**config.mk**
```make
export PLATFORM = sky130hd
export DESIGN_NAME = rope_lane
export DESIGN_NICKNAME = d
export VERILOG_FILES = /design/src/hdl/rope_pkg.sv /design/src/hdl/rope_lane.sv
export SDC_FILE = /design/constraint.sdc
export NUM_CORES = 2
export LEC_CHECK = 0
export BUFFER_PORTS_ARGS = -buffer_cell sky130_fd_sc_hd__buf_4
export CAP_MARGIN = 20
export CORE_MARGIN = 4
export CORE_UTILIZATION = 59
export DETAILED_ROUTE_END_ITERATION = 12
export PLACE_DENSITY_LB_ADDON = 0.25
export SLEW_MARGIN = 20
export SYNTH_ARGS = -nofsm -noshare
export SYNTH_HDL_FRONTEND = slang
export SYNTH_SLANG_ARGS = --single-unit
```
**constraint.sdc**
```tcl
create_clock -name clock -period 9.66 [get_ports clock]
set_clock_uncertainty 0.15 [all_clocks]
set_input_delay 0.966 -clock clock [delete_from_list [all_inputs] [get_ports clock]]
set_output_delay 0.966 -clock clock [all_outputs]
set_load 0.1 [all_outputs]
```
**src/hdl/rope_pkg.sv**
```systemverilog
// Shared types, constants and arithmetic helpers for the bf16 rotary embedding pair unit.
`default_nettype none
package rope_pkg;

   localparam int LATENCY = 7;
   localparam int MAG_W   = 45;

   localparam logic signed [11:0] EMIN     = -12'sd149;
   localparam logic signed [11:0] EMAX     = 12'sd127;
   localparam logic signed [11:0] FAR_DIST = 12'sd26;
   localparam logic [31:0]        F32_NAN  = 32'h7FC0_0000;
   localparam logic [15:0]        BF16_NAN = 16'h7FC0;

   typedef enum logic [1:0] {
      CLS_ZERO,
      CLS_FIN,
      CLS_INF,
      CLS_NAN
   } cls_type;

   // Value is mant * 2^expo when the class is finite.
   typedef struct packed {
      cls_type            cls;
      logic               sign;
      logic [16:0]        mant;
      logic signed [11:0] expo;
   } num_type;

   typedef struct packed {
      logic               spec;
      logic [31:0]        spec_bits;
      logic               sign;
      logic [MAG_W-1:0]   mag;
      logic signed [11:0] expo;
   } sum_type;

   function automatic num_type decode_bf16(input logic [15:0] h);
      num_type n;
      n.sign = h[15];
      n.mant = 17'd0;
      n.expo = 12'sd0;
      if (h[14:7] == 8'hFF) begin
         n.cls = (h[6:0] != 7'd0) ? CLS_NAN : CLS_INF;
      end else if (h[14:7] == 8'h00) begin
         n.cls  = (h[6:0] != 7'd0) ? CLS_FIN : CLS_ZERO;
         n.mant = {10'd0, h[6:0]};
         n.expo = -12'sd133;
      end else begin
         n.cls  = CLS_FIN;
         n.mant = {9'd0, 1'b1, h[6:0]};
         n.expo = $signed({4'd0, h[14:7]}) - 12'sd134;
      end
      return n;
   endfunction

   function automatic cls_type mul_cls(input cls_type a, input cls_type b);
      cls_type c;
      if (a == CLS_NAN || b == CLS_NAN) begin
         c = CLS_NAN;
      end else if ((a == CLS_INF && b == CLS_ZERO) || (a == CLS_ZERO && b == CLS_INF)) begin
         c = CLS_NAN;
      end else if (a == CLS_INF || b == CLS_INF) begin
         c = CLS_INF;
      end else if (a == CLS_ZERO || b == CLS_ZERO) begin
         c = CLS_ZERO;
      end else begin
         c = CLS_FIN;
      end
      return c;
   endfunction

   function automatic logic [4:0] top17(input logic [16:0] v);
      logic [4:0] t;
      t = 5'd0;
      for (int i = 0; i < 17; i++) begin
         if (v[i]) begin
            t = 5'(i);
         end
      end
      return t;
   endfunction

   function automatic logic [5:0] top45(input logic [MAG_W-1:0] v);
      logic [5:0] t;
      t = 6'd0;
      for (int i = 0; i < MAG_W; i++) begin
         if (v[i]) begin
            t = 6'(i);
         end
      end
      return t;
   endfunction

endpackage
`default_nettype wire

```
**src/hdl/rope_lane.sv**
```systemverilog
// One fused rotate lane: fma(a, b, round(x * y)) rounded to bfloat16, seven register stages.
`default_nettype none
module rope_lane (
   input  wire logic        clock,
   input  wire logic [15:0] a_bits,
   input  wire logic [15:0] b_bits,
   input  wire logic [15:0] x_bits,
   input  wire logic [15:0] y_bits,
   output logic [15:0]      rot_bits
);

   rope_pkg::num_type p1_in, p1_ff, c1_in, c1_ff;
   rope_pkg::num_type p2_in, p2_ff, c2_in, c2_ff;
   rope_pkg::num_type p3_in, p3_ff, c3_in, c3_ff;
   rope_pkg::sum_type s4_in, s4_ff, s5_ff;
   logic [5:0]  t5_in, t5_ff;
   logic [31:0] u6_in, u6_ff;
   logic [15:0] out_in, out_ff;

   // Stage 1: decode and form both exact products.
   always_comb begin
      rope_pkg::num_type a, b, x, y;
      logic [15:0] pm, cm;
      a  = rope_pkg::decode_bf16(a_bits);
      b  = rope_pkg::decode_bf16(b_bits);
      x  = rope_pkg::decode_bf16(x_bits);
      y  = rope_pkg::decode_bf16(y_bits);
      pm = a.mant[7:0] * b.mant[7:0];
      cm = x.mant[7:0] * y.mant[7:0];
      p1_in.cls  = rope_pkg::mul_cls(a.cls, b.cls);
      p1_in.sign = a.sign ^ b.sign;
      p1_in.mant = {1'b0, pm};
      p1_in.expo = a.expo + b.expo;
      c1_in.cls  = rope_pkg::mul_cls(x.cls, y.cls);
      c1_in.sign = x.sign ^ y.sign;
      c1_in.mant = {1'b0, cm};
      c1_in.expo = x.expo + y.expo;
   end

   // Stage 2: round the plain product to single precision.
   always_comb begin
      logic [4:0]         tc, sa, sa1;
      logic signed [11:0] tsum, shc;
      logic [16:0]        q, m;
      logic               guard, sticky;
      p2_in  = p1_ff;
      c2_in  = c1_ff;
      tc     = rope_pkg::top17(c1_ff.mant);
      tsum   = $signed({7'd0, tc}) + c1_ff.expo;
      shc    = rope_pkg::EMIN - c1_ff.expo;
      sa     = shc[4:0];
      sa1    = sa - 5'd1;
      q      = c1_ff.mant >> sa;
      guard  = |((c1_ff.mant >> sa1) & 17'd1);
      sticky = |(c1_ff.mant & ~(17'h1FFFF << sa1));
      m      = q + {16'd0, guard & (sticky | q[0])};
      if (c1_ff.cls == rope_pkg::CLS_FIN) begin
         if (tsum > rope_pkg::EMAX) begin
            c2_in.cls = rope_pkg::CLS_INF;
         end else if (c1_ff.expo < rope_pkg::EMIN) begin
            if (shc >= 12'sd17 || m == 17'd0) begin
               c2_in.cls = rope_pkg::CLS_ZERO;
            end else begin
               c2_in.mant = m;
               c2_in.expo = rope_pkg::EMIN;
            end
         end
      end
   end

   // Stage 3: normalize both operands so bit 16 is set.
   always_comb begin
      logic [4:0] kp, kc;
      p3_in = p2_ff;
      c3_in = c2_ff;
      kp    = 5'd16 - rope_pkg::top17(p2_ff.mant);
      kc    = 5'd16 - rope_pkg::top17(c2_ff.mant);
      if (p2_ff.cls == rope_pkg::CLS_FIN) begin
         p3_in.mant = p2_ff.mant << kp;
         p3_in.expo = p2_ff.expo - $signed({7'd0, kp});
      end
      if (c2_ff.cls == rope_pkg::CLS_FIN) begin
         c3_in.mant = c2_ff.mant << kc;
         c3_in.expo = c2_ff.expo - $signed({7'd0, kc});
      end
   end

   // Stage 4: special cases, alignment and the exact add.
   always_comb begin
      rope_pkg::num_type big, sml;
      logic signed [11:0] d;
      logic [rope_pkg::MAG_W-1:0] bm, sm;
      s4_in = '0;
      if (p3_ff.expo >= c3_ff.expo) begin
         big = p3_ff;
         sml = c3_ff;
      end else begin
         big = c3_ff;
         sml = p3_ff;
      end
      d = big.expo - sml.expo;
      if (d > rope_pkg::FAR_DIST) begin
         // The smaller term lies wholly below the rounding point and acts as sticky.
         bm = {28'd0, big.mant} << 27;
         sm = 45'd1;
      end else begin
         bm = {28'd0, big.mant} << d[4:0];
         sm = {28'd0, sml.mant};
      end
      if (p3_ff.cls == rope_pkg::CLS_NAN || c3_ff.cls == rope_pkg::CLS_NAN) begin
         s4_in.spec      = 1'b1;
         s4_in.spec_bits = rope_pkg::F32_NAN;
      end else if (p3_ff.cls == rope_pkg::CLS_INF || c3_ff.cls == rope_pkg::CLS_INF) begin
         s4_in.spec = 1'b1;
         if (p3_ff.cls == rope_pkg::CLS_INF && c3_ff.cls == rope_pkg::CLS_INF &&
             p3_ff.sign != c3_ff.sign) begin
            s4_in.spec_bits = rope_pkg::F32_NAN;
         end else if (p3_ff.cls == rope_pkg::CLS_INF) begin
            s4_in.spec_bits = {p3_ff.sign, 31'h7F80_0000};
         end else begin
            s4_in.spec_bits = {c3_ff.sign, 31'h7F80_0000};
         end
      end else if (p3_ff.cls == rope_pkg::CLS_ZERO && c3_ff.cls == rope_pkg::CLS_ZERO) begin
         s4_in.spec      = 1'b1;
         s4_in.spec_bits = {p3_ff.sign & c3_ff.sign, 31'd0};
      end else if (p3_ff.cls == rope_pkg::CLS_ZERO) begin
         s4_in.sign = c3_ff.sign;
         s4_in.mag  = {28'd0, c3_ff.mant};
         s4_in.expo = c3_ff.expo;
      end else if (c3_ff.cls == rope_pkg::CLS_ZERO) begin
         s4_in.sign = p3_ff.sign;
         s4_in.mag  = {28'd0, p3_ff.mant};
         s4_in.expo = p3_ff.expo;
      end else begin
         s4_in.expo = (d > rope_pkg::FAR_DIST) ? big.expo - 12'sd27 : sml.expo;
         if (big.sign == sml.sign) begin
            s4_in.mag  = bm + sm;
            s4_in.sign = big.sign;
         end else if (bm >= sm) begin
            s4_in.mag  = bm - sm;
            s4_in.sign = big.sign;
         end else begin
            s4_in.mag  = sm - bm;
            s4_in.sign = sml.sign;
         end
      end
   end

   // Stage 5: leading-one search over the sum.
   assign t5_in = rope_pkg::top45(s4_ff.mag);

   // Stage 6: round the sum once to single precision.
   always_comb begin
      logic signed [11:0] lsb, sh, nsh;
      logic [5:0]  shr, shr1;
      logic [rope_pkg::MAG_W-1:0] q, lsh;
      logic [24:0] m;
      logic        guard, sticky;
      lsb    = $signed({6'd0, t5_ff}) + s5_ff.expo - 12'sd23;
      if (lsb < rope_pkg::EMIN) begin
         lsb = rope_pkg::EMIN;
      end
      sh     = lsb - s5_ff.expo;
      nsh    = -sh;
      shr    = sh[5:0];
      shr1   = shr - 6'd1;
      q      = s5_ff.mag >> shr;
      lsh    = s5_ff.mag << nsh[4:0];
      guard  = |((s5_ff.mag >> shr1) & 45'd1);
      sticky = |(s5_ff.mag & ~({rope_pkg::MAG_W{1'b1}} << shr1));
      if (sh <= 12'sd0) begin
         m = lsh[24:0];
      end else if (sh >= 12'sd46) begin
         m = 25'd0;
      end else begin
         m = q[24:0] + {24'd0, guard & (sticky | q[0])};
      end
      if (m[24]) begin
         m   = m >> 1;
         lsb = lsb + 12'sd1;
      end
      if (s5_ff.spec) begin
         u6_in = s5_ff.spec_bits;
      end else if (s5_ff.mag == '0) begin
         u6_in = 32'd0;
      end else if (m == 25'd0) begin
         u6_in = {s5_ff.sign, 31'd0};
      end else if (m[23]) begin
         if (lsb + 12'sd23 > rope_pkg::EMAX) begin
            u6_in = {s5_ff.sign, 31'h7F80_0000};
         end else begin
            u6_in = {s5_ff.sign, 8'(lsb + 12'sd150), m[22:0]};
         end
      end else begin
         u6_in = {s5_ff.sign, 8'd0, m[22:0]};
      end
   end

   // Stage 7: single to bfloat16, nearest-even.
   always_comb begin
      logic [32:0] r;
      r = {1'b0, u6_ff} + 33'h0_7FFF + {32'd0, u6_ff[16]};
      if (u6_ff[30:23] == 8'hFF && u6_ff[22:0] != 23'd0) begin
         out_in = rope_pkg::BF16_NAN;
      end else begin
         out_in = r[31:16];
      end
   end

   always_ff @(posedge clock) begin
      p1_ff  <= p1_in;
      c1_ff  <= c1_in;
      p2_ff  <= p2_in;
      c2_ff  <= c2_in;
      p3_ff  <= p3_in;
      c3_ff  <= c3_in;
      s4_ff  <= s4_in;
      s5_ff  <= s4_ff;
      t5_ff  <= t5_in;
      u6_ff  <= u6_in;
      out_ff <= out_in;
   end

   assign rot_bits = out_ff;

endmodule
`default_nettype wire

```
==> metrics.yaml <==
run_status:
  status: "complete, no violations"
global_routing:
  antenna_found_initial: 1
  grt_pass1_wl_um: 180000
  first_global_vias: 32800
  grt_start_max_net_pins: 46
  grt_usage_pct: 34.5
  grt-ovfl-total: 0
sta:
  fmax_ghz: 0.108
  tns_ps: 0
  slew_violations: 0
  worst_pin_slew_ps: 1060
  post-route-period-util_pct: 96.0
  setup_viol: 0
  relSlewSlack_pct: 29.1
  final-hold-violation-count: 0
  worst_hold_slack_ps: 169
  post-route-min-period_ps: 9270
finish:
  final_nets: 4965
  most-common-layout-cells: "436 x nand2_1, 421 x nor2_1, 367 x dfxtp_1"
  final_common_cell: "nand2_1"
  syn_to_final_growth_pct: 9.41
  antenna_cells: 0
  fillers: 5199
  drive_gt1_share_pct: 11.8
  post-route-util_pct: 65.4
floorplanning:
  num_io_pins: 81
  rows: 89
  fp.dieW_um: 253
  core-area_um2: 59100
  start_util_pct: 59.8
  chipHeight_um: 253
  dieArea_um2: 63900
placed_design:
  hpwl_um: 88400
  gp_congestion: 1.06
  port_buffers: 80
flow_run:
  cap_violations: 0
routing:
  avgViaCountPerCell: 6.54
  vias: 35300
  ant_nets: 0
  drc_errors: 0
  drtPass1Iterations: 8
  wire_per_inst_um: 21.3
  routed_wl_um: 115000
  drt_iter0_markers: 3835
worst_setup_path:
  crit_type: "flop to flop"
  ff2ff_setup_slack_ps: 390
  cp_common_cell: "a21oi_1"
  worstReg2RegEnd: "s4_ff[22]$_SDFF_PP0_"
  cp_top_family: "compound AO/OA/AOI/OAI gates"
  cp.arrival_ps: 9610
  path_max_fanout: 10
  cpPeakStageDelay_ps: 500
  worstSetupEndpointType: "flop"
  reg2reg_from: "c3_ff[2]$_DFF_P_"
  path_buf_inv: 3
  cp_slowest_cell: "a222oi_1"
  critPathRequiredTime_ps: 10000
  cp-startpoint: "c3_ff[2]$_DFF_P_"
  startpoint_type: "flop"
  reg2regPathDepth: 38
clock_network:
  clock_path_buffers: 3
  insertion_delay_ps: 600
  htreeDepth: 2
  clockRootBuffer: "clkbuf_16"
  cts_tree: "done"
  clkTransAtPathRegs_ps: 60
  numCtsBuffers: 41
  clock-sinks: 367
logic_synthesis:
  avgSynthCellArea_um2: 7.69
  synth_top_area_cell: "dfxtp_1"
  synthArstFlopShare_pct: 0
  yosysSeqAreaShare_pct: 20.8
  yosysWarnings: 0
  syn_area_um2: 35400
  ys_ff_latch: 367
  synth_edf_count: 0
  synth_top_flop_cell: "dfxtp_1"
  synth_area_leaders: "dfxtp_1 21%, ha_1 7.8%, mux2i_1 6.2%, a21oi_1 5.0%, fa_1 4.6%"
  synth_top_area_share_pct: 20.8
  synth_cell_types: 115
  syn_inst: 4600
  syn_nets: 4967
min_path:
  min_path_type: "flop to flop"
  holdPathEnd: "p2_ff[12]$_DFF_P_"
  min_from: "p1_ff[12]$_DFF_P_"
  holdPathStages: 0
layout make-up:
| class | instances | area, µm² | area share [%] |
|---|---|---|---|
| well taps | 773 | 967 | 2.50 |
| clock inverters | 28 | 419 | 1.08 |
| inverters | 321 | 1200 | 3.11 |
| repair buffers | 215 | 1690 | 4.36 |
| flip-flops and latches | 367 | 7350 | 19.0 |
| clock buffers | 45 | 1070 | 2.77 |
| multi-input cells | 3652 | 26000 | 67.2 |
how the worst max path moves through the flow:
stage / slack, ps / depth (start not counted) / end
3_3_place_gp: 70 / 42 / u6_ff[12]$_SDFF_PP0_
4_1_cts: 5 / 42 / u6_ff[14]$_SDFF_PP0_
6_report: 390 / 38 / s4_ff[22]$_SDFF_PP0_
3_5_place_dp: -50 / 42 / u6_ff[20]$_SDFF_PP0_
5_1_grt: -150 / 39 / u6_ff[14]$_SDFF_PP0_
2_1_floorplan: 10 / 48 / s4_ff[20]$_SDFF_PP0_
cells in the mapped netlist (14+ instances only):
| cell | number |
|---|---|
| buf_4 | 14 |
| a211oi_1 | 60 |
| nor4_1 | 64 |
| a22oi_1 | 40 |
| mux4_2 | 32 |
| ha_1 | 220 |
| a21oi_1 | 350 |
| o31ai_1 | 25 |
| a31oi_1 | 47 |
| and2_1 | 38 |
| o21a_1 | 30 |
| o22ai_1 | 42 |
| mux2_2 | 77 |
| xor2_1 | 72 |
| fa_1 | 82 |
| nor2b_1 | 33 |
| nor2_1 | 427 |
| xnor2_1 | 120 |
| dfxtp_1 | 367 |
| a21o_1 | 43 |
| nor3_1 | 166 |
| nand2b_1 | 45 |
| nand4_1 | 38 |
| inv_1 | 315 |
| or2_2 | 47 |
| buf_1 | 31 |
| a221oi_1 | 17 |
| o211ai_1 | 37 |
| nand3_1 | 119 |
| o21bai_1 | 54 |
| mux2i_1 | 220 |
| buf_2 | 30 |
| and3_1 | 106 |
| a311oi_1 | 14 |
| or4_1 | 14 |
| clkbuf_1 | 178 |
| o21ai_0 | 237 |
| or3_1 | 30 |
| a22o_1 | 24 |
| nand2_1 | 436 |
stage by stage:
stage | instances | setup WS [ps] | instance area, µm²
3_5_place_dp | 5324 | -48.7 | 37000
3_3_place_gp | 5324 | 71.2 | 37000
6_report | 5401 | 388 | 38700
5_1_grt | 5401 | -146 | 38700
4_1_cts | 5397 | 4.81 | 38500
2_1_floorplan | 4600 | 14.2 | 35400
metal layers:
metal | vias to the layer above | routed length (µm) | GRT usage, %
li1 | 16500 | - | -
met1 | 16600 | 47100 | 46.5
met2 | 1818 | 51200 | 55.1
met3 | 392 | 10800 | 5.62
met4 | 0 | 5920 | 15.1
met5 | - | 0 | 0
cell families (layout without fill, tap and decap cells):
family / after synthesis / count (layout) / share of synthesized area [%]
AND/OR/NAND/NOR: 1612 / 1612 / 21.9
AO/OA/AOI/OAI: 1206 / 1206 / 22.4
buffers and inverters: 581 / 609 / 6.53
flip-flops: 367 / 367 / 20.8
multiplexers: 331 / 331 / 10.8
adder cells (fa/ha/maj): 304 / 304 / 12.5
XOR/XNOR: 199 / 199 / 5.13
sequential cells by signal, summed over array words and instances, names as in the netlist:
name / flops
t5_ff: 6
c3_ff: 32
s4_ff: 62
p1_ff: 31
c2_ff: 32
s5_ff: 62
p2_ff: 31
p3_ff: 32
c1_ff: 31
u6_ff: 32
rot_bits: 16
worst reg2reg max path, delay by kind of cell, from the launching register on:
kind                     cells  cell delay (ps)
AO/OA/AOI/OAI               22             5010
XOR/XNOR                     1              240
adder cells (fa/ha/maj)      3             1050
buffers and inverters        3              610
flip-flops                   1              410
multiplexers                 1              120
AND/OR/NAND/NOR              8             1620
timing repair:
item | CTS | global route
gates resized for setup | 3 | 46
endpoints found under the setup margin | 22 | 61
hold buffers | 0 | 0
setup buffers | 0 | 4
pin swaps | 0 | 5
Power is left out: the tool's default activity adds up to more than one toggle a clock period on the data nets, which glitch-free logic cannot reach.
